[config.mk]
export PLATFORM = sky130hd
export DESIGN_NAME = hidl_queue
export DESIGN_NICKNAME = d
export VERILOG_FILES = /design/src/sv/hidl_pkg.sv /design/src/sv/hidl_queue.sv
export SDC_FILE = /design/constraint.sdc
export NUM_CORES = 1
export LEC_CHECK = 0
export ABC_AREA = 0
export BUFFER_PORTS_ARGS = -buffer_cell sky130_fd_sc_hd__buf_2
export CAP_MARGIN = 20
export CORE_ASPECT_RATIO = 0.9
export CORE_MARGIN = 10
export CORE_UTILIZATION = 40
export CTS_CLUSTER_DIAMETER = 150
export DETAILED_ROUTE_END_ITERATION = 8
export PLACE_DENSITY = 0.69
export SKIP_LAST_GASP = 1
export SLEW_MARGIN = 20
export SYNTH_ARGS = -nofsm -noshare
export SYNTH_HDL_FRONTEND = slang
export SYNTH_SLANG_ARGS = --single-unit
[constraint.sdc]
create_clock -name clk_i -period 8.3 [get_ports clk_i]
set_input_delay 0.83 -clock clk_i [delete_from_list [all_inputs] [get_ports clk_i]]
set_output_delay 0.83 -clock clk_i [all_outputs]
set_load 0.02 [all_outputs]
[src/sv/hidl_pkg.sv]
package hidl_pkg;

  // table geometry
  localparam int TABLE_DEPTH = 4096;
  localparam int ADDR_W      = $clog2(TABLE_DEPTH);

  // field widths
  localparam int KEY_W   = 64;
  localparam int CNT_W   = 13;
  localparam int SLOT_W  = 12;
  localparam int OP_W    = 2;
  localparam int OUT_W   = 3;
  localparam int ENTRY_W = 2 * KEY_W;

  localparam logic [KEY_W-1:0] EMPTY_KEY = '1;

  // residue unit: bits of the key consumed per cycle
  localparam int MOD_STEP  = 4;
  localparam int MOD_ITERS = KEY_W / MOD_STEP;
  localparam int ITER_W    = $clog2(MOD_ITERS);

  // command queue between front and back
  localparam int QUEUE_DEPTH = 2;
  localparam int QPTR_W      = (QUEUE_DEPTH > 1) ? $clog2(QUEUE_DEPTH) : 1;
  localparam int QCNT_W      = $clog2(QUEUE_DEPTH + 1);

  // configuration port
  localparam int                    APB_ADDR_W       = 3;
  localparam int                    APB_DATA_W       = 32;
  localparam logic [CNT_W-1:0]      BUCKET_COUNT_RST = 13'd4096;
  localparam logic                  REG_BUCKET_COUNT = 1'b0;

  typedef enum logic [OP_W-1:0] {
    OP_INSERT = 2'd0,
    OP_READ   = 2'd1,
    OP_CLEAR  = 2'd2,
    OP_NONE   = 2'd3
  } op_e;

  typedef enum logic [OUT_W-1:0] {
    OC_INSERTED = 3'd0,
    OC_PRESENT  = 3'd1,
    OC_FULL     = 3'd2,
    OC_READ     = 3'd3,
    OC_CLEARED  = 3'd4,
    OC_IGNORED  = 3'd5
  } outcome_e;

  typedef enum logic [1:0] {
    FR_IDLE,
    FR_MOD,
    FR_PUSH
  } fr_state_e;

  typedef enum logic [2:0] {
    BK_SWEEP,
    BK_IDLE,
    BK_PROBE,
    BK_RD_WAIT
  } bk_state_e;

  // one classified item on its way to the back end
  typedef struct packed {
    op_e               op;
    logic [KEY_W-1:0]  end_point;
    logic [KEY_W-1:0]  start_point;
    logic [SLOT_W-1:0] bucket_index;
    logic [CNT_W-1:0]  n;
    logic [ADDR_W-1:0] home;
  } hidl_cmd_t;

  // queue side channel seen by front and back
  typedef struct packed {
    logic full;
    logic empty;
  } hidl_qstat_t;

endpackage

[src/sv/hidl_queue.sv]
module hidl_queue import hidl_pkg::*; (
  input  logic        clk_i,
  input  logic        rst_ni,
  input  logic        push_i,
  input  hidl_cmd_t   push_cmd_i,
  input  logic        pop_i,
  output hidl_cmd_t   head_o,
  output hidl_qstat_t qstat_o
);

  hidl_cmd_t         entry_q [QUEUE_DEPTH];
  logic [QPTR_W-1:0] wr_q, rd_q;
  logic [QCNT_W-1:0] cnt_q;

  // pointer and fill count
  always_ff @(posedge clk_i or negedge rst_ni) begin
    if (!rst_ni) begin
      wr_q  <= '0;
      rd_q  <= '0;
      cnt_q <= '0;
    end else begin
      if (push_i) begin
        wr_q <= (wr_q == QPTR_W'(QUEUE_DEPTH - 1)) ? '0 : wr_q + QPTR_W'(1);
      end
      if (pop_i) begin
        rd_q <= (rd_q == QPTR_W'(QUEUE_DEPTH - 1)) ? '0 : rd_q + QPTR_W'(1);
      end
      if (push_i && !pop_i) begin
        cnt_q <= cnt_q + QCNT_W'(1);
      end else if (pop_i && !push_i) begin
        cnt_q <= cnt_q - QCNT_W'(1);
      end
    end
  end

  // entry storage
  always_ff @(posedge clk_i) begin
    if (push_i) begin
      entry_q[wr_q] <= push_cmd_i;
    end
  end

  assign head_o        = entry_q[rd_q];
  assign qstat_o.full  = (cnt_q == QCNT_W'(QUEUE_DEPTH));
  assign qstat_o.empty = (cnt_q == '0);

endmodule

[Word level (Yosys, flattened, before mapping)]
Memories as Yosys holds them, arrays and structs flattened.
Index checks and enable logic that the tools add are counted.
Cells by class
  add/sub/neg operators: 4
  reductions and logical operators: 6
  mux-type cells: 6
  eq/ne operators: 1
Operator list (number)
  two-way mux 1 bit: 4
  two-way mux 2 bit: 2
  adder 1 bit, second input constant: 2
  adder 2 x 1 -> 2 bit, second input constant: 1
  equality test 2 bit, second input constant: 1
  logical AND 1 bit: 2
  zero test 1 bit: 2
  zero test 2 bit: 1
  nonzero test 2 bit: 1
  subtractor 2 x 1 -> 2 bit, second input constant: 1
Storage, ports and cells
  RAM bits: 334
  output and inout bits: 169
  word-level logic and storage cells: 21
  register bits after elaboration: 4
  memories: 1
  input port bits: 171
Memory list
  entry_q: depth 2, width 167, read ports 1, clocked after memory_dff 0, write ports 1, RTL line hidl_queue.sv:11  | hidl_cmd_t entry_q [QUEUE_DEPTH];

[Depth between registers and ports, before layout]
Gate-level depths: netlist of the first run.
  depth in word-level cells: 4
  gate-level depth with buffers: 5
  depth with buffers taken out: 5

[Worst setup path before layout of the first run]
OpenSTA, ideal clock, no wires.
  path type: input-to-reg
  start: input port push_i
  end: memory entry_q[0][0] (netlist name) (enable)
  buffers on the path: 0
  data arrival time: 8044 ps
  cell stages on the path: 1
  required time: 7584 ps
  slack: -460 ps
  cells stage by stage: nor2b_1
Between the ends
  longest elaborated chain between the ends: 2
RTL lines
  from (decl): RTL line hidl_queue.sv:4  | input logic push_i,
  two-way mux 1 bit: RTL line hidl_queue.sv:38  | if (push_i) begin
  two-way mux 1 bit (implied by the code): RTL line hidl_queue.sv:39  | entry_q[wr_q] <= push_cmd_i;
  to (decl): RTL line hidl_queue.sv:11
Every way passes these cells.

==> results of run 1 <==
## per-stage QoR
stage               util, %  instance area [um^2]  hold WS [ns]
global placement      47.46                 14740        0.4796
global route          50.88                 15800        0.1177
floorplan                 -                 12670        0.4563
detailed placement    47.46                 14740        0.4969
finish                50.88                 15810        0.1360
CTS                   50.84                 15790        0.1105
## area by class of cell
cell class	count	area (um^2)
Tap cell	409	511.7
Antenna cell	5	12.51
Sequential cell	338	10130
Fill cell	2522	15260
Multi-Input combinational cell	178	2352
Timing Repair Buffer	345	1742
Inverter	1	3.754
Clock inverter	12	80.08
Clock buffer	49	970.9
## power by group through the flow
stage / registers (mW) / clock network [mW] / logic, mW
after floorplan: 2.41 / 0 / 1.42
after global placement: 2.44 / 0 / 1.90
after detailed placement: 2.46 / 0 / 1.90
after CTS: 2.42 / 1.49 / 1.91
after global routing: 2.45 / 1.56 / 1.99
final: 2.41 / 1.44 / 1.86
## cells in the mapped netlist (all sizes together)
| cell | n |
|---|---|
| xor2 | 4 |
| xnor2 | 1 |
| mux2 | 167 |
| nor2 | 2 |
| ha | 1 |
| edfxtp | 334 |
| and2 | 1 |
| nor2b | 2 |
| buf | 19 |
| dfrtp | 4 |
| inv | 1 |
## layer usage
layer | vias up | wire [um] | GRT usage, %
met2 | 247 | 13100 | 21.61
met4 | 8 | 806 | 5.245
met5 | - | 63 | 0
met3 | 62 | 2342 | 5.174
li1 | 2871 | - | -
met1 | 3121 | 11190 | 16.34
## cells by family (layout without fill, tap and decap cells)
group / count (synthesis) / in the layout
buffers and inverters: 20 / 407
flip-flops: 338 / 338
other: 0 / 5
AND/OR/NAND/NOR: 5 / 5
XOR/XNOR: 5 / 5
adder cells (fa/ha/maj): 1 / 1
multiplexers: 167 / 167
## critical path: cells and delay by family (launching register included)
kind / cells / cell delay, ns
DFF: 1 / 1.07
muxes: 1 / 0.36
buffers and inverters: 2 / 1.06
## state kept, by name, summed over array words and instances, names as in the netlist
register  cells
cnt_q         2
entry_q     334
rd_q          1
wr_q          1
## final timing paths
kind	endpoint	from	slack (ns)	cells after the start
max in group asynchronous	rd_q	rst_ni	8.02	1
worst max-delay path	head_o[61]	rd_q	4.38	3
min in group clk_i	cnt_q[1]	cnt_q[1]	0.51	1
worst min-delay path	cnt_q[1]	rst_ni	0.14	1
worst min register to register	cnt_q[1]	cnt_q[1]	0.51	1
worst max register to register	entry_q[0][43]	wr_q	5.84	2
==> key figures, run 1 <==
Pwr
  – Int Power: about 3.9 mW
  – Psw: 1.814 mW
  – Pleak: 6.203 nW
  – PwrDens: 361.8 mW/mm^2
  – Net Sw Frac: a little under a third
  – Max IR drop VDD: 0.0002359 V
  – Sequential share of power: 42.2%
  – Combinational power share: roughly 33%
  – Clk pwr share: 25.2%
  – Total Power: 5.719 mW

Placed design
  – HPWL after detailed placement: 19040 um
  – Port Buf Inserts: 339
  – Pre-CTS setup slack: 4.852 ns
  – # placed instances: between 1000 and 1500
  – GPL Wtd Cong: slightly above 0.7

CTS
  – Worst-path clk slew: 0.06 ns
  – CTS Hold Bufs: 0
  – CTS Sinks: 338
  – CTS resizes: 0
  – CTS Root Cell: clkbuf_16
  – Post-CTS Setup Bufs: 0
  – Worst skew pair latency: 0.50 ns
  – CTS Buffer Depth: 3
  – H-tree depth: 2
  – CTS tree: built
  – CTS Buf Count: 35

Finish
  – Area delta synth->final: 24.81%
  – Share of cells above drive strength 1: 60.67%
  – Final nets: 1071
  – Most frequent cells in the layout: buf_2, edfxtp_1, mux2_4
  – Most common cell after layout, fill and taps aside: buf_2
  – Finished Layout Cells: 1337

STA
  – Slew at the pin closest to its max-slew limit: 1.018 ns
  – Final slew viol count: 0
  – Worst Skew: between 0.007 and 0.008 ns
  – Worst Setup Slack, final: 4.384 ns
  – Slew margin rel.: 32.15%
  – Unrepaired setup endpoints after global routing: no
  – Setup_tns: 0 ns
  – Post-layout minimum cycle time: 3.916 ns
  – Final hold violation count: 0
  – Fmax: 255.3 MHz
  – Final setup fails: 0
  – Post-route clock period utilization: 47.18%

Global routing
  – Vias in the first global route: 7008
  – Largest net degree at the start of global routing: 73
  – First-pass GRT wire length: around 42000 um
  – Antenna violations before repair: 9
  – GRT Overall Usage: a little over an eighth
  – Global route overflow: 0

Route
  – DR pass1 iterations: 4
  – Post-Route WL: ~27000 um
  – DRT iter0 DRCs: between 200 and 300
  – Drt wl/cell: 20.56 um
  – Residual DRC: 0
  – Avg Vias per Cell: 4.719
  – Antenna viol nets, final: 0
  – Via count: between 6000 and 7000

Hold path
  – Worst Hold Class: input pin to async pin

Setup path
  – Sequence of cells on the critical path: buf_4 -> mux2_4 -> buf_2
  – Crit path DAT: just over 3 ns
  – Worst Setup Path Type: flip-flop to output pin
  – CP endpoint kind: output pin
  – CP max stage cell: dfrtp_4
  – CP max stage delay: roughly 1.1 ns
  – Crit-path max FO: 62
  – Critical Path RT: approximately 7.5 ns
  – Critical Path Start Type: flip-flop

Logic synthesis
  – Register bit count reported by yosys: 338
  – Cells after Synth: 536
  – Top cell type by total area after synthesis: edfxtp_1
  – Synthesized Nets: 708
  – Mux contribution to synthesized area: 17.84%
  – Synthesized cell area: 0.01266 mm^2
  – Synth Area in Adders: 0.09879%
  – Register area share after synthesis: approximately 80%
  – Mean Syn Cell Area: 23.63 um^2
  – Largest family of logic cells by synthesized area: multiplexers
  – Post-Synth XOR/XNOR Area: 0.3458%
  – Yosys top cell area share: 79.19%
  – Post-Synth Simple-Gate Area: 0.2075%
  – Synth unique cells: 13
  – Compound-Gate Fraction of Synth Area: 0%
  – Synth top area cells: edfxtp_1, mux2_4, mux2_2
  – Synth warn: 0

Floorplanning
  – Chip height: between 150 and 200 um
  – IO Pins: between 300 and 400
  – Die width: 207.6 um
  – Core Footprint: 0.03106 mm^2
  – Full die area: 0.03919 mm^2
  – Number of cell rows: slightly above 60
  – Initial Util: 40.77%

Outcome
  – Status: completed

Job
  – Max-Cap Viols: 0
Note: power is estimated with default switching activity, not from simulation.
==> inputs of run 2 (changes only) <==
==> constraint.sdc (replaced) <==
create_clock -name clk_i -period 3.38 [get_ports clk_i]
set_input_delay 0.338 -clock clk_i [delete_from_list [all_inputs] [get_ports clk_i]]
set_output_delay 0.338 -clock clk_i [all_outputs]
set_load 0.02 [all_outputs]
==> run 2 against run 1 <==
  * Critical path type unchanged
  * Final area is 3.2% higher
  * First-iteration DRC count rose by 6.2%
  * Highest routed layer unchanged
  * Non-clock buffer count rose by 36
  * Cell count increased by 2.5%
==> key figures, run 2 (synthesis gave the netlist of run 1 again) <==
Outcome
  – Status: completed (unchanged)

CTS
  – Worst-path clk slew: 0.06 ns (about the same)
  – CTS Root Cell: clkbuf_16 (unchanged)
  – CTS Buf Count: 35 (unchanged)
  – Worst skew pair latency: 0.50 ns (about the same)
  – CTS Buffer Depth: 3 (unchanged)
  – CTS tree: built (unchanged)
  – CTS resizes: 0 (unchanged)
  – Post-CTS Setup Bufs: 0 (unchanged)
  – CTS Hold Bufs: 22 (was 0)
  – CTS Sinks: 338 (unchanged)
  – H-tree depth: 2 (unchanged)

Route
  – Avg Vias per Cell: 4.662 (was 4.719)
  – Antenna viol nets, final: 0 (unchanged)
  – Residual DRC: 0 (unchanged)
  – Drt wl/cell: 20.54 um (was 20.56 um)
  – Via count: 6387 (was 6309)
  – Post-Route WL: 28150 um (was 27500 um)
  – DR pass1 iterations: 4 (unchanged)
  – DRT iter0 DRCs: 307 (was 289)

Placed design
  – HPWL after detailed placement: 19970 um (was 19040 um)
  – Pre-CTS setup slack: 1.189 ns (was 4.852 ns)
  – Port Buf Inserts: 339 (unchanged)
  – # placed instances: 1285 (was 1271)
  – GPL Wtd Cong: 0.7656 (was 0.7258)

Setup path
  – RR Startpoint: wr_q (unchanged)
  – Critical Path Start Type: flip-flop (unchanged)
  – R2r setup slk: 1.51 ns (was 5.84 ns)
  – Crit path DAT: 2.35 ns (was 3.09 ns)
  – Crit-path max FO: 43 (was 62)
  – Critical path endpoint: head_o[16] (was head_o[61])
  – CP max stage cell: dfrtp_4 (unchanged)
  – CP endpoint kind: output pin (unchanged)
  – Worst Setup Path Type: flip-flop to output pin (unchanged)
  – Sequence of cells on the critical path: buf_12 -> mux2_2 -> buf_2 (was buf_4 -> mux2_4 -> buf_2)
  – Worst Setup SP: rd_q (unchanged)
  – R2r worst-path depth: 2 (unchanged)
  – CP max stage delay: 0.90 ns (was 1.07 ns)
  – Critical Path RT: 3.04 ns (was 7.47 ns)
  – Reg2reg end: entry_q[1][25] (was entry_q[0][43])

STA
  – Setup_tns: 0 ns (unchanged)
  – Worst Setup Slack, final: 0.6947 ns (was 4.384 ns)
  – Worst Skew: 0.01276 ns (was 0.007017 ns)
  – Final setup fails: 0 (unchanged)
  – Final hold violation count: 0 (unchanged)
  – Slew at the pin closest to its max-slew limit: 0.8126 ns (was 1.018 ns)
  – Slew margin rel.: 45.82% (was 32.15%)
  – Post-route clock period utilization: 79.45%
  – Final slew viol count: 0 (unchanged)
  – WHS: 0.02455 ns (was 0.1360 ns)
  – Post-layout minimum cycle time: 2.685 ns
  – Fmax: 372.4 MHz
  – Unrepaired setup endpoints after global routing: no (unchanged)

Finish
  – Share of cells above drive strength 1: 60.33% (was 60.67%)
  – Area delta synth->final: 28.74% (was 24.81%)
  – Most common cell after layout, fill and taps aside: buf_2 (unchanged)
  – Register area: 0.01013 mm^2 (unchanged)
  – Regs by FF count: entry_q x334, cnt_q x2 (unchanged)
  – Layout filler cell count: 2512 (was 2522)
  – Finished Layout Cells: 1370 (was 1337)
  – Most frequent cells in the layout: buf_2, edfxtp_1, mux2_4 (unchanged)
  – Multi-input gate area: 0.002352 mm^2 (unchanged)
  – Largest Register: entry_q (unchanged)
  – Max FFs per register: 334 (unchanged)
  – Final nets: 1107 (was 1071)

Floorplanning
  – Chip height: 188.8 um (unchanged)
  – Number of cell rows: 61 (unchanged)
  – Initial Util: 40.77% (unchanged)
  – Die width: 207.6 um (unchanged)
  – IO Pins: 340 (unchanged)
  – Core Footprint: 0.03106 mm^2 (unchanged)
  – Full die area: 0.03919 mm^2 (unchanged)

Hold path
  – Worst Hold Launch: push_cmd_i[156]
  – Worst Hold Class: input pin to flip-flop (was input pin to async pin)

Global routing
  – Largest net degree at the start of global routing: 54 (was 73)
  – Antenna violations before repair: 5 (was 9)
  – Global route overflow: 0 (unchanged)
  – GRT Overall Usage: 13.76% (was 13.54%)
  – Vias in the first global route: 7121 (was 7008)
  – First-pass GRT wire length: 42550 um (was 41640 um)

Pwr
  – Combinational power share: 33.1% (was 32.6%)
  – Sequential share of power: 40.5% (was 42.2%)
  – Clk pwr share: 26.4% (was 25.2%)
  – Max IR drop VDD: 0.0004948 V (was 0.0002359 V)
  – Total Power: 14.48 mW (was 5.719 mW)
  – Int Power: 9.967 mW (was 3.905 mW)
  – PwrDens: 887.8 mW/mm^2 (was 361.8 mW/mm^2)
  – Psw: 4.508 mW (was 1.814 mW)
  – Pleak: 6.440 nW (was 6.203 nW)
  – Net Sw Frac: 31.14% (was 31.73%)

Job
  – Max-Cap Viols: 0 (unchanged)
run 2: cell types whose count changed in the layout (fill, tap and decap cells not counted), moves of 3 or more:
cell | previous run | this run
dlygate4sd3_1 | 0 | 22
buf_4 | 6 | 14
buf_12 | 0 | 6
clkbuf_1 | 12 | 5
clkbuf_8 | 0 | 3
bufinv_16 | 1 | 4
run 2: area by class of cell:
cell class,instances,area share [%]
Multi-Input combinational cell,178,14.43
Clock buffer,45,6.047
Antenna cell,3,0.04604
Tap cell,409,3.139
Inverter,1,0.02302
Sequential cell,338,62.15
Timing Repair Buffer,381,13.14
Clock inverter,15,1.028
run 2: how the worst min path moves through the flow:
stage	slack (ns)	endpoint	cells past startpoint
floorplan	0.04	cnt_q[0]	0
global placement	0.15	cnt_q[1]	1
detailed placement	0.15	cnt_q[1]	1
CTS	0.0001	entry_q[0][6]	1
global route	0.003	entry_q[1][43]	1
finish	0.02	entry_q[1][156]	1
run 2: routing by layer:
layer / share of wire [%] / vias to the layer above / GRT usage, %
met3: 8.0 / 53 / 4.794
met2: 49 / 235 / 23.23
met1: 40 / 3154 / 16.09
met4: 2.5 / 4 / 4.516
met5: 0.082 / - / 0
li1: - / 2941 / -
run 2: metrics by stage:
| step | instance area [um^2] | utilization (%) |
|---|---|---|
| CTS | 16300 | 52.46 |
| global placement | 14920 | 48.04 |
| detailed placement | 14920 | 48.04 |
| finish | 16300 | 52.49 |
| global route | 16300 | 52.49 |
| floorplan | 12670 | - |
run 2: power by group through the flow:
stage / Clock [mW] / Sequential, mW / Combinational [mW]
after floorplan: 0 / 5.84 / 3.50
after global placement: 0 / 5.93 / 4.83
after detailed placement: 0 / 5.97 / 4.84
after CTS: 3.94 / 5.89 / 4.88
after global routing: 4.10 / 5.96 / 5.07
final: 3.82 / 5.87 / 4.79
run 2: critical path: cells and delay by family, from the launching register on:
family	cells	cell delay (ns)
DFF	1	0.90
buffers and inverters	2	0.50
muxes	1	0.38
==> inputs of run 3 (changes only) <==
--- a/config.mk
+++ b/config.mk
@@ -13,7 +13,7 @@
 export CORE_UTILIZATION = 40
 export CTS_CLUSTER_DIAMETER = 150
 export DETAILED_ROUTE_END_ITERATION = 8
-export PLACE_DENSITY = 0.69
+export PLACE_DENSITY = 0.66
 export SKIP_LAST_GASP = 1
 export SLEW_MARGIN = 20
 export SYNTH_ARGS = -nofsm -noshare
==> constraint.sdc (replaced) <==
create_clock -name clk_i -period 2.6 [get_ports clk_i]
set_input_delay 0.26 -clock clk_i [delete_from_list [all_inputs] [get_ports clk_i]]
set_output_delay 0.26 -clock clk_i [all_outputs]
set_load 0.02 [all_outputs]
==> run 3 against run 2 <==
  * Final area rose by 9.0%
  * Clock skew increased by 0.0059 ns
  * Worst hold slack improved by 0.11 ns
  * Die area is the same
  * Non-clock buffer count is 141 higher
  * Critical endpoint is now head_o[137]
==> key figures, run 3 (synthesis gave the netlist of run 1 again) <==
Pwr
  – Net Sw Frac: 31.23% (was 31.14%)
  – Clk pwr share: 26.3% (was 26.4%)
  – Psw: 5.967 mW (was 4.508 mW)
  – Int Power: 13.14 mW (was 9.967 mW)
  – PwrDens: 1075 mW/mm^2 (was 887.8 mW/mm^2)
  – Sequential share of power: 39.4% (was 40.5%)
  – Combinational power share: 34.3% (was 33.1%)
  – Pleak: 7.037 nW (was 6.440 nW)
  – Max IR drop VDD: 0.0007638 V (was 0.0004948 V)

Placed design
  – DP Area: 0.01490 mm^2 (was 0.01492 mm^2)
  – HPWL after detailed placement: 19510 um (was 19970 um)
  – GPL Wtd Cong: 0.7666 (was 0.7656)
  – Port Buf Inserts: 339 (unchanged)

STA
  – Post-route clock period utilization: 89.27%
  – Final hold violation count: 0 (unchanged)
  – Fmax: 430.8 MHz
  – Final setup fails: 0 (unchanged)
  – Setup_tns: 0 ns (unchanged)
  – Worst Skew: 0.01864 ns (was 0.01276 ns)
  – Unrepaired setup endpoints after global routing: no (unchanged)
  – Final slew viol count: 0 (unchanged)
  – Slew at the pin closest to its max-slew limit: 0.5234 ns (was 0.8126 ns)
  – Slew margin rel.: 65.11% (was 45.82%)
  – Post-layout minimum cycle time: 2.321 ns

Global routing
  – Vias in the first global route: 7716 (was 7121)
  – Antenna violations before repair: 1 (was 5)
  – First-pass GRT wire length: 45300 um (was 42550 um)
  – GRT Overall Usage: 14.46% (was 13.76%)
  – Global route overflow: 0 (unchanged)
  – Largest net degree at the start of global routing: 88 (was 54)

Setup path
  – Worst Setup Path Type: flip-flop to output pin (unchanged)
  – Most frequent CP cell: buf_12
  – CP max stage cell: dfrtp_4 (unchanged)
  – Crit path DAT: 2.06 ns (was 2.35 ns)
  – Critical Path RT: 2.34 ns (was 3.04 ns)
  – R2r worst-path depth: 2 (unchanged)
  – CP endpoint kind: output pin (unchanged)
  – Critical Path Start Type: flip-flop (unchanged)
  – CP max stage delay: 0.53 ns (was 0.90 ns)
  – Sequence of cells on the critical path: buf_12 -> buf_12 -> mux2_2 -> buf_2 (was buf_12 -> mux2_2 -> buf_2)
  – Crit-path max FO: 26 (was 43)

CTS
  – CTS Buf Count: 36 (was 35)
  – CTS Sinks: 338 (unchanged)
  – Worst-path clk slew: 0.06 ns (about the same)
  – Worst skew pair latency: 0.50 ns (about the same)
  – CTS tree: built (unchanged)
  – H-tree depth: 2 (unchanged)
  – CTS resizes: 0 (unchanged)
  – CTS Buffer Depth: 3 (unchanged)
  – CTS Root Cell: clkbuf_16 (unchanged)

Outcome
  – Status: completed (unchanged)

Floorplanning
  – Initial Util: 40.77% (unchanged)
  – Full die area: 0.03919 mm^2 (unchanged)
  – Number of cell rows: 61 (unchanged)
  – Die width: 207.6 um (unchanged)
  – Chip height: 188.8 um (unchanged)
  – Core Footprint: 0.03106 mm^2 (unchanged)
  – IO Pins: 340 (unchanged)

Finish
  – Share of cells above drive strength 1: 51.90% (was 60.33%)
  – Final nets: 1249 (was 1107)
  – Most frequent cells in the layout: buf_2, edfxtp_1, dlygate4sd3_1 (was buf_2, edfxtp_1, mux2_4)
  – Regs by FF count: entry_q x334, cnt_q x2 (unchanged)
  – Largest Register: entry_q (unchanged)
  – Area delta synth->final: 40.36% (was 28.74%)
  – Final instance area: 0.01778 mm^2 (was 0.01630 mm^2)
  – Max FFs per register: 334 (unchanged)
  – Most common cell after layout, fill and taps aside: buf_2 (unchanged)

Route
  – Antenna viol nets, final: 0 (unchanged)
  – Avg Vias per Cell: 4.562 (was 4.662)
  – Drt wl/cell: 19.49 um (was 20.54 um)
  – Via count: 6907 (was 6387)
  – DR pass1 iterations: 4 (unchanged)
  – Post-Route WL: 29510 um (was 28150 um)
  – DRT iter0 DRCs: 271 (was 307)
  – Residual DRC: 0 (unchanged)

Hold path
  – Worst Hold Class: input pin to async pin (was input pin to flip-flop)

Job
  – Max-Cap Viols: 0 (unchanged)
run 3: layout make-up:
| cell class | instances | area, um^2 |
|---|---|---|
| diodes | 1 | 2.502 |
| clock buffers | 47 | 983.4 |
| clock inverters | 18 | 192.7 |
| fillers | 2334 | 13290 |
| inverters | 1 | 3.754 |
| multi-input cells | 178 | 2352 |
| flip-flops and latches | 338 | 10130 |
| well taps | 409 | 511.7 |
| repair buffers | 522 | 3596 |
run 3: timing repair:
action / CTS / global route
setup buffers: 0 / 0
hold buffers: 170 / 0
endpoints found under the hold margin: 340 / 0
run 3: power groups by stage:
stage | sequential [mW] | clock (mW) | combinational (mW)
3_5_place_dp | 7.64 | 0 | 6.46
5_1_grt | 7.62 | 5.39 | 6.97
3_3_place_gp | 7.59 | 0 | 6.45
4_1_cts | 7.52 | 5.15 | 6.69
6_report | 7.52 | 5.02 | 6.56
2_1_floorplan | 7.59 | 0 | 4.55
run 3: final timing paths:
path                            startpoint              end  slack, ns
max                                   rd_q      head_o[137]       0.28
min                                 rst_ni         cnt_q[1]       0.13
max reg2reg                           wr_q  entry_q[0][103]       1.11
min reg2reg                       cnt_q[1]         cnt_q[1]       0.50
max in group asynchronous           rst_ni             rd_q       2.31
min in group clk_i         push_cmd_i[145]  entry_q[1][145]       0.48
run 3: per-layer routing:
metal	vias up	global-route usage [%]	part of all wire, %
li1	3214	-	-
met3	45	5.274	8.1
met5	-	0	0
met2	259	24.23	49
met4	0	4.348	2.2
met1	3389	17.09	41
run 3: critical path: cells and delay by family (launching register included):
family	cells	cell delay, ns
flops	1	0.53
mux	1	0.37
buf+inv	3	0.63
run 3: stage by stage:
| step | hold slack (ns) | setup slack (ns) | total power [mW] | utilization (%) | instances |
|---|---|---|---|---|---|
| 2_1_floorplan | -0.03559 | -0.7251 | 12.14 | - | 536 |
| 3_3_place_gp | 0.07935 | 0.7861 | 14.04 | 47.95 | 1278 |
| 3_5_place_dp | 0.08129 | 0.7845 | 14.10 | 47.95 | 1278 |
| 4_1_cts | 0.08989 | 0.2394 | 19.36 | 57.22 | 1513 |
| 5_1_grt | 0.1209 | 0.1869 | 19.98 | 57.22 | 1514 |
| 6_report | 0.1320 | 0.2789 | 19.10 | 57.22 | 1514 |
