==> src/sv/hidl_pkg.sv <==
package hidl_pkg;

  // table geometry
  localparam int TABLE_DEPTH = 4096;
  localparam int ADDR_W      = $clog2(TABLE_DEPTH);

  // field widths
  localparam int KEY_W   = 64;
  localparam int CNT_W   = 13;
  localparam int SLOT_W  = 12;
  localparam int OP_W    = 2;
  localparam int OUT_W   = 3;
  localparam int ENTRY_W = 2 * KEY_W;

  localparam logic [KEY_W-1:0] EMPTY_KEY = '1;

  // residue unit: bits of the key consumed per cycle
  localparam int MOD_STEP  = 4;
  localparam int MOD_ITERS = KEY_W / MOD_STEP;
  localparam int ITER_W    = $clog2(MOD_ITERS);

  // command queue between front and back
  localparam int QUEUE_DEPTH = 2;
  localparam int QPTR_W      = (QUEUE_DEPTH > 1) ? $clog2(QUEUE_DEPTH) : 1;
  localparam int QCNT_W      = $clog2(QUEUE_DEPTH + 1);

  // configuration port
  localparam int                    APB_ADDR_W       = 3;
  localparam int                    APB_DATA_W       = 32;
  localparam logic [CNT_W-1:0]      BUCKET_COUNT_RST = 13'd4096;
  localparam logic                  REG_BUCKET_COUNT = 1'b0;

  typedef enum logic [OP_W-1:0] {
    OP_INSERT = 2'd0,
    OP_READ   = 2'd1,
    OP_CLEAR  = 2'd2,
    OP_NONE   = 2'd3
  } op_e;

  typedef enum logic [OUT_W-1:0] {
    OC_INSERTED = 3'd0,
    OC_PRESENT  = 3'd1,
    OC_FULL     = 3'd2,
    OC_READ     = 3'd3,
    OC_CLEARED  = 3'd4,
    OC_IGNORED  = 3'd5
  } outcome_e;

  typedef enum logic [1:0] {
    FR_IDLE,
    FR_MOD,
    FR_PUSH
  } fr_state_e;

  typedef enum logic [2:0] {
    BK_SWEEP,
    BK_IDLE,
    BK_PROBE,
    BK_RD_WAIT
  } bk_state_e;

  // one classified item on its way to the back end
  typedef struct packed {
    op_e               op;
    logic [KEY_W-1:0]  end_point;
    logic [KEY_W-1:0]  start_point;
    logic [SLOT_W-1:0] bucket_index;
    logic [CNT_W-1:0]  n;
    logic [ADDR_W-1:0] home;
  } hidl_cmd_t;

  // queue side channel seen by front and back
  typedef struct packed {
    logic full;
    logic empty;
  } hidl_qstat_t;

endpackage

==> src/sv/hidl_front.sv <==
module hidl_front import hidl_pkg::*; (
  input  logic              clk_i,
  input  logic              rst_ni,
  input  logic              accept_i,
  input  logic [OP_W-1:0]   op_i,
  input  logic [KEY_W-1:0]  end_point_i,
  input  logic [KEY_W-1:0]  start_point_i,
  input  logic [SLOT_W-1:0] bucket_index_i,
  input  logic [CNT_W-1:0]  bucket_count_i,
  input  hidl_qstat_t       qstat_i,
  output logic              push_o,
  output hidl_cmd_t         cmd_o,
  output logic              idle_o
);

  fr_state_e         state_q, state_d;
  hidl_cmd_t         cmd_q, cmd_d;
  logic [KEY_W-1:0]  shift_q, shift_d;
  logic [CNT_W-1:0]  rem_q, rem_d;
  logic [ITER_W-1:0] iter_q, iter_d;
  logic [CNT_W-1:0]  n_sat;
  logic [CNT_W-1:0]  rem_next;

  // fold a few key bits into the running residue, one compare-subtract each
  function automatic logic [CNT_W-1:0] mod_digits(logic [CNT_W-1:0] rem,
                                                  logic [MOD_STEP-1:0] dig,
                                                  logic [CNT_W-1:0] n);
    logic [CNT_W:0] r;
    r = {1'b0, rem};
    for (int j = MOD_STEP - 1; j >= 0; j--) begin
      r = {r[CNT_W-1:0], dig[j]};
      if (r >= {1'b0, n}) begin
        r = r - {1'b0, n};
      end
    end
    return r[CNT_W-1:0];
  endfunction

  // probe modulus, saturated to the table depth
  assign n_sat = (32'(bucket_count_i) > 32'(TABLE_DEPTH)) ? CNT_W'(TABLE_DEPTH)
                                                          : bucket_count_i;

  assign rem_next = mod_digits(rem_q, shift_q[KEY_W-1 -: MOD_STEP], cmd_q.n);

  // classify on accept, reduce the key of an insert, then hand over to the queue
  always_comb begin
    state_d = state_q;
    cmd_d   = cmd_q;
    shift_d = shift_q;
    rem_d   = rem_q;
    iter_d  = iter_q;
    push_o  = 1'b0;
    unique case (state_q)
      FR_IDLE: begin
        if (accept_i) begin
          cmd_d.op           = op_e'(op_i);
          cmd_d.end_point    = end_point_i;
          cmd_d.start_point  = start_point_i;
          cmd_d.bucket_index = bucket_index_i;
          cmd_d.n            = n_sat;
          cmd_d.home         = '0;
          shift_d            = end_point_i;
          rem_d              = '0;
          iter_d             = '0;
          if (op_e'(op_i) == OP_INSERT && n_sat != '0) begin
            state_d = FR_MOD;
          end else begin
            state_d = FR_PUSH;
          end
        end
      end
      FR_MOD: begin
        rem_d   = rem_next;
        shift_d = shift_q << MOD_STEP;
        iter_d  = iter_q + ITER_W'(1);
        if (iter_q == ITER_W'(MOD_ITERS - 1)) begin
          cmd_d.home = ADDR_W'(rem_next);
          state_d    = FR_PUSH;
        end
      end
      FR_PUSH: begin
        if (!qstat_i.full) begin
          push_o  = 1'b1;
          state_d = FR_IDLE;
        end
      end
      default: state_d = FR_IDLE;
    endcase
  end

  always_ff @(posedge clk_i or negedge rst_ni) begin
    if (!rst_ni) begin
      state_q <= FR_IDLE;
    end else begin
      state_q <= state_d;
    end
  end

  always_ff @(posedge clk_i) begin
    cmd_q   <= cmd_d;
    shift_q <= shift_d;
    rem_q   <= rem_d;
    iter_q  <= iter_d;
  end

  assign cmd_o  = cmd_q;
  assign idle_o = (state_q == FR_IDLE);

endmodule

==> config.mk <==
export PLATFORM = sky130hd
export DESIGN_NAME = hidl_front
export DESIGN_NICKNAME = d
export VERILOG_FILES = /design/src/sv/hidl_pkg.sv /design/src/sv/hidl_front.sv
export SDC_FILE = /design/constraint.sdc
export NUM_CORES = 1
export LEC_CHECK = 0
export ABC_CLOCK_PERIOD_IN_PS = 10800
export BUFFER_PORTS_ARGS = -buffer_cell sky130_fd_sc_hd__buf_2
export CAP_MARGIN = 40
export CORE_MARGIN = 5
export CORE_UTILIZATION = 53
export CTS_BUF_LIST = sky130_fd_sc_hd__clkbuf_16
export DETAILED_ROUTE_END_ITERATION = 12
export PLACE_DENSITY = 0.93
export RECOVER_POWER = 100
export SETUP_SLACK_MARGIN = 0.15
export SLEW_MARGIN = 20
export SYNTH_ARGS = -nofsm -noshare
export SYNTH_HDL_FRONTEND = slang
export SYNTH_SLANG_ARGS = --single-unit
==> constraint.sdc <==
create_clock -name clk_i -period 10.8 [get_ports clk_i]
set_input_delay 1.08 -clock clk_i [delete_from_list [all_inputs] [get_ports clk_i]]
set_output_delay 1.08 -clock clk_i [all_outputs]
set_load 0.01 [all_outputs]
Word-level counts from Yosys, hierarchy flattened
Index checks and enable logic that the tools add are counted.
- register bits: 250
- bits of input ports: 160
- output and inout port bits: 169
- logic and storage cells: 56
- add/subtract/negate cells: 5
- order comparisons: 5
- eq/ne operators: 6
- mux-type cells: 21
- reductions and logical operators: 9
- operator list (kind ; count):
    case mux 64 bit (2 select lines) ; 1
    two-way mux 13 bit ; 6
    two-way mux 64 bit ; 1
    >= comparator 14 x 13 -> 1 bit ; 4
    subtractor 13 bit ; 4
    case mux 13 bit (2 select lines) ; 1
    two-way mux 12 bit ; 2
    case mux 12 bit (2 select lines) ; 1
    > comparator 13 bit (second input constant) ; 1
    nonzero test 13 bit ; 1
    two-way mux 2 bit ; 4
    case mux 4 bit (2 select lines) ; 1
    inequality test 2 bit (second input constant) ; 3
    case mux 2 bit (3 select lines) ; 1
    AND reduction 3 bit ; 2
    adder 4 x 1 -> 4 bit (second input constant) ; 1
    == test 4 bit (second input constant) ; 1
    logical NOT 2 bit ; 2
    two-way mux 4 bit ; 1
    AND reduction 2 bit ; 2
    == test 2 x 1 -> 1 bit (second input constant) ; 1
    == test 2 bit (second input constant) ; 1
    two-way mux 1 bit ; 2
    nonzero test 2 bit ; 1
    logical AND 1 bit ; 1

Longest topological paths before layout
Gate-level depths: netlist of the first run.
- depth in word-level cells: 10
- depth in mapped cells: 45
- mapped depth without buffers: 40

Worst setup path after synthesis of the first run
No wires, ideal clock.
- path kind: register to register
- from: reg cmd_q (netlist bit cmd_o[12])
- to: reg cmd_q (netlist bit cmd_o[5]), data pin
- library setup time: 0.262 ns
- arrival: 8.865 ns
- data required time: 10.538 ns
- setup slack: 1.673 ns
- cell stages (with the launch flop): 41
- path buffers: 5
- period minus slack after synthesis: 9.127 ns
- path through: edfxtp_1 > ha_1 > fa_1 > nor2b_1 > o31ai_1 > a21oi_2 > o21a_1 > buf_2 > mux2i_1 > inv_1 > ha_1 > a211oi_1 > nor2_1 > o41ai_2 > a21oi_1 > o21ai_0 > nand3_1 > buf_2 > [... 5 more ...] > a211oi_2 > nor3b_1 > o41a_1 > o221a_4 > a221oi_2 > o21a_4 > clkbuf_1 > a211oi_1 > or3_1 > ha_1 > o21ai_0 > a21oi_1 > o21ai_0 > a211oi_1 > o31ai_1 > a21oi_1 > a311oi_2 > mux2_2
- cells in the longest elaborated chain, start to end: 10
- elaborated cells between the ends (all ways): 14
- those cells by class: 4 x add/sub; 4 x order compare; 6 x mux
- ends and longest elaborated chain (element ; RTL line ; source):
    from (decl) ; hidl_front.sv:17 ; hidl_cmd_t cmd_q, cmd_d;
    from (signal assigned) ; hidl_front.sv:100 ; cmd_q <= cmd_d;
    subtractor 13 bit or >= comparator 14 x 13 -> 1 bit (tied branches) ; hidl_front.sv:33, hidl_front.sv:32 ;
    two-way mux 13 bit ; hidl_front.sv:32 ; if (r >= {1'b0, n}) begin
    subtractor 13 bit or >= comparator 14 x 13 -> 1 bit (tied branches) ; hidl_front.sv:33, hidl_front.sv:32 ;
    two-way mux 13 bit ; hidl_front.sv:32 ;
    subtractor 13 bit or >= comparator 14 x 13 -> 1 bit (tied branches) ; hidl_front.sv:33, hidl_front.sv:32 ;
    two-way mux 13 bit ; hidl_front.sv:32 ;
    subtractor 13 bit or >= comparator 14 x 13 -> 1 bit (tied branches) ; hidl_front.sv:33, hidl_front.sv:32 ;
    two-way mux 13 bit (*) ; hidl_front.sv:32 ;
    two-way mux 12 bit (*) ; hidl_front.sv:76 ; if (iter_q == ITER_W'(MOD_ITERS - 1)) begin
    case mux 12 bit (2 select lines) (*) ; hidl_front.sv:53 ; unique case (state_q)
Every way passes the cells marked *; elsewhere a longest branch is shown, timed or not. The select of a mux whose other input is x is not followed.
A chain may end at the register's enable or synchronous reset.

Worst setup path after layout of the first run
- from: reg cmd_q (netlist bit cmd_o[12])
- to: reg cmd_q (netlist bit cmd_o[10]), data pin
Same word-level chain as after synthesis.

==> results of run 1 <==
[kinds of logic (layout without fill, tap and decap cells)]
logic type | count (synthesis) | after routing | synth area share
xor+xnor | 37 | 37 | 0.0273
fa+ha+maj | 57 | 57 | 0.0625
flops | 250 | 250 | 0.631
mux | 25 | 25 | 0.0219
simple gates | 388 | 388 | 0.144
other cells | 0 | 11 | 0
buf+inv | 65 | 424 | 0.0222
compound gates | 149 | 149 | 0.0911
[sequential cells by signal, summed over array words and instances, names as in the netlist]
register,cells
cmd_o,167
shift_q,64
rem_q,13
iter_q,4
state_q,2
[per-layer routing]
metal | global-route usage | vias up | share of wire
met5 | 0 | - | 0.00019
met4 | 0.129 | 2 | 0.041
met3 | 0.0758 | 103 | 0.087
met2 | 0.498 | 481 | 0.53
met1 | 0.287 | 4485 | 0.34
li1 | - | 4247 | -
[worst max-delay path, delay by kind of cell (launching register included)]
family                     cells  cell delay, ns
and+or+nand+nor                5            1.04
muxes                          2            0.72
adders and majority gates      5            1.78
AOI/OAI and AO/OA             22            4.97
DFF                            1            0.49
buffers and inverters          5            0.81
[stage by stage]
step / instance area, um2 / std cells / worst slack, ns / util / hold WS, ns
floorplan: 11900 / 971 / 1.67 / - / 0.484
global placement: 13900 / 1562 / 0.817 / 0.632 / 0.487
detailed placement: 13900 / 1564 / 0.541 / 0.634 / 0.495
CTS: 14700 / 1609 / 0.473 / 0.670 / 0.329
global route: 14400 / 1619 / 0.0817 / 0.656 / 0.336
finish: 14400 / 1621 / 0.750 / 0.657 / 0.343
[cell usage in the layout (no fill, tap or decap), types with 6 or more instances in the layout]
cell and count:
edfxtp_1 248, clkbuf_1 237, nand2_1 222, buf_2 99
ha_1 53, nor2_1 47, inv_1 39, a21oi_1 29
xnor2_1 26, clkbuf_16 25, o21ai_0 24, nor3_1 22
nor2b_1 21, mux2i_1 16, or3_1 15, nand3_1 13
o21a_1 12, o211ai_1 12, diode_2 11, xor2_1 11
nand4_1 10, buf_4 9, a21o_1 7, a211oi_1 7
o31ai_1 6, nand2b_1 6
[worst paths after layout]
check | to | slack [ns] | depth (start not counted)
max reg2reg | cmd_o[10]$_SDFFCE_PN0P_ | 0.75 | 39
min reg2reg | shift_q[46]$_DFFE_PP_ | 0.51 | 2
min | state_q[1]$_DFFE_PN0P_ | 0.34 | 1
max | cmd_o[10]$_SDFFCE_PN0P_ | 0.75 | 39
max in group asynchronous | state_q[0]$_DFFE_PN0P_ | 10.32 | 1
min in group clk_i | shift_q[46]$_DFFE_PP_ | 0.51 | 2
[final cells by class]
cell class,count,area [um2]
well taps,280,350
flip-flops and latches,250,7500
clock inverters,20,151
inverters,34,128
clock buffers,25,626
fillers,1663,7540
diodes,11,27.5
multi-input cells,656,4180
repair buffers,345,1450
[repair_timing]
action / 4_1_cts / 5_1_grt
hold endpoints to repair: 0 / 0
gates resized for setup: 0 / 9
hold buffers: 0 / 0
setup endpoints to repair: 0 / 25
==> impl_metrics.json, run 1 <==
{
  "die_x_um": 160,
  "yosys_warnings": 0,
  "h-tree-depth": 1,
  "grt_use_total": 0.271,
  "fp.dieH_um": 160,
  "grt_max_degree": 81,
  "cts_tree": "done",
  "ys_seq_area_frac": 0.631,
  "synth_top_area_frac": 0.627,
  "numCtsBuffers": 25,
  "drv_slew": 395,
  "synth_nets": 1188,
  "cp_max_fo": 10,
  "crit_path_frequent_cell": "a21oi_1",
  "wl_mm": 36.2,
  "detail_route.wl_per_cell_um": 22.3,
  "clockBufferDepth": 3,
  "clkSlewWorstSetupHoldPaths_ns": 0.07,
  "min_period_ns": 10.05,
  "r2r_start": "cmd_o[12]$_DFFE_PP_",
  "arrival_ns": 10.36,
  "viasPerCell": 5.75,
  "critPathLaunchType": "flip-flop",
  "numPortBuffers": 327,
  "overflow": 0,
  "skew_ns": 0.0124,
  "status": "finished with violations",
  "max_slew.worst_pin.slew_ns": 3.70,
  "post_cts.repair.setup_buffers": 0,
  "yosysUniqueCellTypes": 66,
  "hold_violations": 0,
  "synth_most_common_cell": "edfxtp_1",
  "drt_iter0_drc": 733,
  "max_stage_delay_ns": 0.51,
  "crit_required_ns": 11.11,
  "async_flop_share": 0.00800,
  "grt_pass1_vias": 9657,
  "setup_viol": 0,
  "syn_inst": 971,
  "drtPass1Iterations": 8,
  "placeableCoreArea_um2": 22000,
  "max_freq_mhz": 99.5,
  "initial_utilization": 0.541,
  "antenna_left": 0,
  "crit_type": "reg2reg",
  "gp_congestion": 0.958,
  "insertion_delay_ns": 0.53,
  "synth_area_leader_cell": "edfxtp_1",
  "syn_area_per_cell_um2": 12.2,
  "max_cap_violations": 7,
  "row_count": 54,
  "syn-cell-area_um2": 11900,
  "synthToLayoutAreaGrowth_pct": 21.3,
  "antenna_found_initial": 10,
  "min_period_over_period": 0.931,
  "drive_above_1_share": 0.134,
  "synth_seq_cells": 250,
  "min_path_type": "in2async",
  "crit_slowest_cell": "a211oi_1",
  "synth_top_flop_cell": "edfxtp_1",
  "nNetsFinal": 1529,
  "die_area_um2": 25500,
  "clk_root_buffer_cell": "clkbuf_16",
  "dp_hpwl_mm": 26.2,
  "clkSinkCount": 250,
  "final.setup.tns_ns": 0,
  "num_io_pins": 329,
  "synth_area_leaders": "edfxtp_1, nand2_1, ha_1",
  "grt_pass1_wl_mm": 54.0,
  "synth_edf_count": 248,
  "violations": "max-capacitance violations, max-slew violations",
  "maxSlewHeadroom": -1.46,
  "end_kind": "flip-flop",
  "vias": 9318,
  "rsz0062_at_grt": "false",
  "synth_common_cells": "edfxtp_1, nand2_1, ha_1, nor2_1, inv_1",
  "startpoint": "cmd_o[12]$_DFFE_PP_",
  "drcViolationCount": 0
}
Power of run 1 is left out: the tool's default activity adds up to more than one toggle a clock period on the data nets, which glitch-free logic cannot reach.
==> run 2, diff against run 1 <==
Settings changed: GPL_TIMING_DRIVEN from default to 0.
==> run 2 against run 1 <==
Net effect: the run still ends with max-capacitance violations, max-slew violations left; count of clock-buffer cells in the layout is 1 higher; register-to-register slack got worse by 0.35 ns; final cell count is 1.9% higher; global-route usage rose by 2.9 points; wire length grew 13%; hold slack worse by 0.014 ns; sequential share of layout area is 0.78 points lower; critical endpoint is now rem_q[3]$_SDFFCE_PN0P_; highest routed layer is now met4.
==> impl_metrics.json, run 2 (same netlist as run 1, synthesis figures left out) <==
{
  "rsz0062_at_grt": "false",
  "max_freq_mhz": 96.2,
  "clockBufferDepth": 3,
  "min_path_type": "in2async",
  "initial_utilization": 0.541,
  "min_period_ns": 10.40,
  "grt_pass1_vias": 10000,
  "crit_required_ns": 11.08,
  "antenna_found_initial": 10,
  "dpl.cell_count": 1584,
  "antenna_left": 0,
  "clk_root_buffer_cell": "clkbuf_16",
  "final.setup.tns_ns": 0,
  "clkSlewWorstSetupHoldPaths_ns": 0.06,
  "critPathLaunchType": "flip-flop",
  "end_kind": "flip-flop",
  "min_period_over_period": 0.963,
  "arrival_ns": 10.68,
  "detail_route.wl_per_cell_um": 24.6,
  "grt_pass1_wl_mm": 58.9,
  "cts_tree": "done",
  "overflow": 0,
  "numPortBuffers": 327,
  "mostFrequentLayoutCells": "clkbuf_1, edfxtp_1, nand2_1",
  "crit_slowest_cell": "edfxtp_1",
  "clkSinkCount": 250,
  "h-tree-depth": 1,
  "vias": 9810,
  "drcViolationCount": 0,
  "crit_type": "reg2reg",
  "largest_reg_flops": 167,
  "insertion_delay_ns": 0.55,
  "status": "finished with violations",
  "drv_slew": 204,
  "nNetsFinal": 1557,
  "grt_use_met1": 0.329,
  "skew_ns": 0.0290,
  "final_cells": 1652,
  "drt_iter0_drc": 1007,
  "synthToLayoutAreaGrowth_pct": 23.2,
  "wl_mm": 40.7,
  "violations": "max-capacitance violations, max-slew violations",
  "placeableCoreArea_um2": 22000,
  "setup_viol": 0,
  "viasPerCell": 5.94,
  "drtPass1Iterations": 6,
  "drive_above_1_share": 0.141,
  "cp_max_fo": 10,
  "max_cap_violations": 6,
  "maxSlewHeadroom": -1.01,
  "grt_use_met3": 0.0812,
  "num_io_pins": 329,
  "die_x_um": 160,
  "row_count": 54,
  "holdWs_ns": 0.329,
  "dp_hpwl_mm": 28.7,
  "final_common_cell": "clkbuf_1",
  "max_slew.worst_pin.slew_ns": 3.02,
  "numCtsBuffers": 26,
  "crit_path_frequent_cell": "ha_1",
  "grt_max_degree": 54,
  "final_area_um2": 14600,
  "busiest_layer": "met2",
  "grt_use_total": 0.300,
  "globalRouteMet2Util": 0.536,
  "gp_congestion": 1.04,
  "max_stage_delay_ns": 0.47,
  "die_area_um2": 25500,
  "fp.dieH_um": 160,
  "dpl_cell_area_um2": 14000,
  "hold_violations": 0
}
-- run 2: changes by cell type in the layout (fill, tap and decap cells not counted), sizes merged --
cell      previous run  this run
clkbuf             262       288
clkinv               9        15
inv                 41        38
buf                108       110
clkinvlp             3         1
bufinv               1         2
diode               11        12
-- run 2: critical path, delay by kind of cell (launching register included) --
| kind | cells | cell delay [ns] |
|---|---|---|
| buffers and inverters | 7 | 1.49 |
| AND/OR/NAND/NOR | 6 | 0.93 |
| AO/OA/AOI/OAI | 21 | 4.67 |
| adder cells (fa/ha/maj) | 5 | 1.76 |
| flip-flops | 1 | 0.47 |
| multiplexers | 2 | 0.80 |
-- run 2: path summary, 6_finish.rpt --
check                                       from  slack [ns]  cells past startpoint                      to
min in group clk_i         shift_q[42]$_DFFE_PP_        0.51                      2   shift_q[46]$_DFFE_PP_
hold / removal                            rst_ni        0.33                      1  state_q[1]$_DFFE_PN0P_
setup reg to reg             cmd_o[12]$_DFFE_PP_        0.40                     41  rem_q[3]$_SDFFCE_PN0P_
setup / recovery             cmd_o[12]$_DFFE_PP_        0.40                     41  rem_q[3]$_SDFFCE_PN0P_
hold reg to reg            shift_q[42]$_DFFE_PP_        0.51                      2   shift_q[46]$_DFFE_PP_
max in group asynchronous                 rst_ni       10.34                      1  state_q[0]$_DFFE_PN0P_
-- run 2: layout make-up --
class                           instances  area, um2
Clock buffer                           26        651
Timing Repair Buffer                  341       1430
Clock inverter                         22        179
Fill cell                            1585       7320
Multi-Input combinational cell        656       4230
Sequential cell                       250       7500
Tap cell                              280        350
Inverter                               34        128
Buffer                                 31        149
Antenna cell                           12       30.0
-- run 2: timing repair --
action                                 4_1_cts  5_1_grt
hold buffers                                 0        0
gates resized for setup                     18       19
setup buffers                                2        6
pin swaps                                    2        3
endpoints found under the hold margin        0        0
setup endpoints to repair                   25       25
-- run 2: metal layers --
layer	routed length, um	up-vias
met2	20900	639
met3	4110	137
met4	2240	0
li1	-	4309
met5	0	-
met1	13500	4725
-- run 2: per-stage QoR --
stage	utilization	worst slack, ns
4_1_cts	0.681	0.192
3_5_place_dp	0.639	-0.732
5_1_grt	0.666	0.0198
3_3_place_gp	0.632	-0.663
6_report	0.667	0.404
2_1_floorplan	-	1.67
Power of run 2 is left out for the same reason.
==> run 3, diff against run 2 <==
Settings changed: ABC_CLOCK_PERIOD_IN_PS 10800 to 9900, PLACE_DENSITY 0.93 to 0.8.
Clock period 10.8 ns to 9.9 ns, I/O delays scaled along.
==> run 3 against run 2 <==
Net effect: the run still ends with max-capacitance violations, max-slew violations left; hold slack worse by 0.10 ns; register-to-register slack worse by 0.14 ns; cell area up 3.5%; flip-flop and latch count unchanged; fmax up 7.9%; sequential share of layout area down 1.7 points; largest cell class unchanged.
==> impl_metrics.json, run 3 (same netlist as run 1, synthesis figures left out) <==
{
  "clockBufferDepth": 3,
  "drt_iter0_drc": 842,
  "crit_type": "reg2reg",
  "h-tree-depth": 1,
  "setup_viol": 0,
  "insertion_delay_ns": 0.54,
  "grt_use_total": 0.277,
  "fp.dieH_um": 160,
  "grt_pass1_vias": 9718,
  "drv_slew": 188,
  "dp_hpwl_mm": 27.3,
  "end_kind": "flip-flop",
  "max_cap_violations": 5,
  "skew_ns": 0.0161,
  "gp_congestion": 0.939,
  "r2r_end": "cmd_o[11]$_SDFFCE_PN0P_",
  "antenna_left": 0,
  "detail_route.wl_per_cell_um": 22.0,
  "status": "finished with violations",
  "placeableCoreArea_um2": 22000,
  "numCtsBuffers": 25,
  "cp_max_fo": 10,
  "die_x_um": 160,
  "min_period_over_period": 0.973,
  "maxSlewHeadroom": -1.09,
  "drtPass1Iterations": 6,
  "final_common_cell": "clkbuf_1",
  "synthToLayoutAreaGrowth_pct": 27.5,
  "largest_reg_flops": 167,
  "critPathLaunchType": "flip-flop",
  "violations": "max-capacitance violations, max-slew violations",
  "r2r_start": "cmd_o[23]$_DFFE_PP_",
  "dpl.cell_count": 1584,
  "drcViolationCount": 0,
  "min_path_type": "in2async",
  "routed-wl-met2_mm": 19.2,
  "num_io_pins": 329,
  "max_stage_delay_ns": 0.47,
  "hold_violations": 0,
  "crit_required_ns": 10.21,
  "row_count": 54,
  "rsz0062_at_grt": "false",
  "max_slew.worst_pin.slew_ns": 3.13,
  "drive_above_1_share": 0.194,
  "grt_max_degree": 59,
  "cts_tree": "done",
  "final_core_util": 0.690,
  "postCtsHoldBufs": 0,
  "antenna_found_initial": 11,
  "min_period_ns": 9.63,
  "top_layer_used": "met4",
  "clk_root_buffer_cell": "clkbuf_16",
  "clkSlewWorstSetupHoldPaths_ns": 0.06,
  "overflow": 0,
  "nNetsFinal": 1592,
  "final_cells": 1685,
  "initial_utilization": 0.541,
  "ff2ff_path_depth": 39,
  "numPortBuffers": 327,
  "clkSinkCount": 250,
  "mostFrequentLayoutCells": "clkbuf_1, edfxtp_1, nand2_1",
  "viasPerCell": 5.61,
  "met1_length_mm": 12.9,
  "reg2reg_setup_slack_ns": 0.27,
  "crit_path_frequent_cell": "o21ai_2",
  "vias": 9452,
  "wl_mm": 37.1,
  "grt_pass1_wl_mm": 54.7,
  "crit_slowest_cell": "mux2i_1",
  "arrival_ns": 9.94,
  "wl_met3_mm": 3.55,
  "max_freq_mhz": 104,
  "die_area_um2": 25500
}
run 3: cell type report:
| type | instances | area, um2 |
|---|---|---|
| clock buffer | 25 | 626 |
| fill | 1655 | 6810 |
| antenna | 11 | 27.5 |
| multi-input combinational | 656 | 4480 |
| sequential | 250 | 7500 |
| inverter | 34 | 130 |
| buffer | 31 | 180 |
| tap | 280 | 350 |
| timing repair buffer | 377 | 1700 |
| clock inverter | 21 | 160 |
run 3: worst max path at each step:
stage,startpoint,endpoint,slack (ns)
floorplan,cmd_o[12]$_DFFE_PP_,cmd_o[5]$_SDFFCE_PN0P_,0.77
global placement,cmd_o[12]$_DFFE_PP_,cmd_o[10]$_SDFFCE_PN0P_,-1.82
detailed placement,cmd_o[12]$_DFFE_PP_,cmd_o[10]$_SDFFCE_PN0P_,-2.00
CTS,cmd_o[12]$_DFFE_PP_,rem_q[7]$_SDFFCE_PN0P_,0.20
global route,cmd_o[23]$_DFFE_PP_,cmd_o[11]$_SDFFCE_PN0P_,0.01
finish,cmd_o[23]$_DFFE_PP_,cmd_o[11]$_SDFFCE_PN0P_,0.27
run 3: metal layers:
| metal | GRT usage | up-vias |
|---|---|---|
| met1 | 0.319 | 4520 |
| met4 | 0.129 | 0 |
| met2 | 0.479 | 469 |
| met3 | 0.0817 | 88 |
| li1 | - | 4375 |
| met5 | 0 | - |
run 3: worst max-delay path: cells and delay by family, from the launching register on:
| family | cells | cell delay [ns] |
|---|---|---|
| AOI/OAI and AO/OA | 21 | 4.65 |
| adders and majority gates | 4 | 1.29 |
| buffers and inverters | 8 | 1.30 |
| DFF | 1 | 0.40 |
| muxes | 2 | 0.86 |
| and+or+nand+nor | 4 | 0.90 |
run 3: stage by stage:
stage / hold slack, ns / cell area (um2) / setup WS, ns / TNS [ns]
after global placement: 0.487 / 13900 / -1.82 / -42.36
after global routing: 0.228 / 15200 / 0.0145 / 0
after CTS: 0.219 / 15300 / 0.204 / 0
after detailed placement: 0.495 / 14000 / -2.00 / -47.15
after floorplan: 0.484 / 11900 / 0.773 / 0
final: 0.229 / 15200 / 0.268 / 0
run 3: timing repair:
item,4_1_cts,5_1_grt
buffers inserted,34,10
pin swaps,13,15
endpoints found under the setup margin,25,25
resized for setup,55,53
Power of run 3 is left out for the same reason.
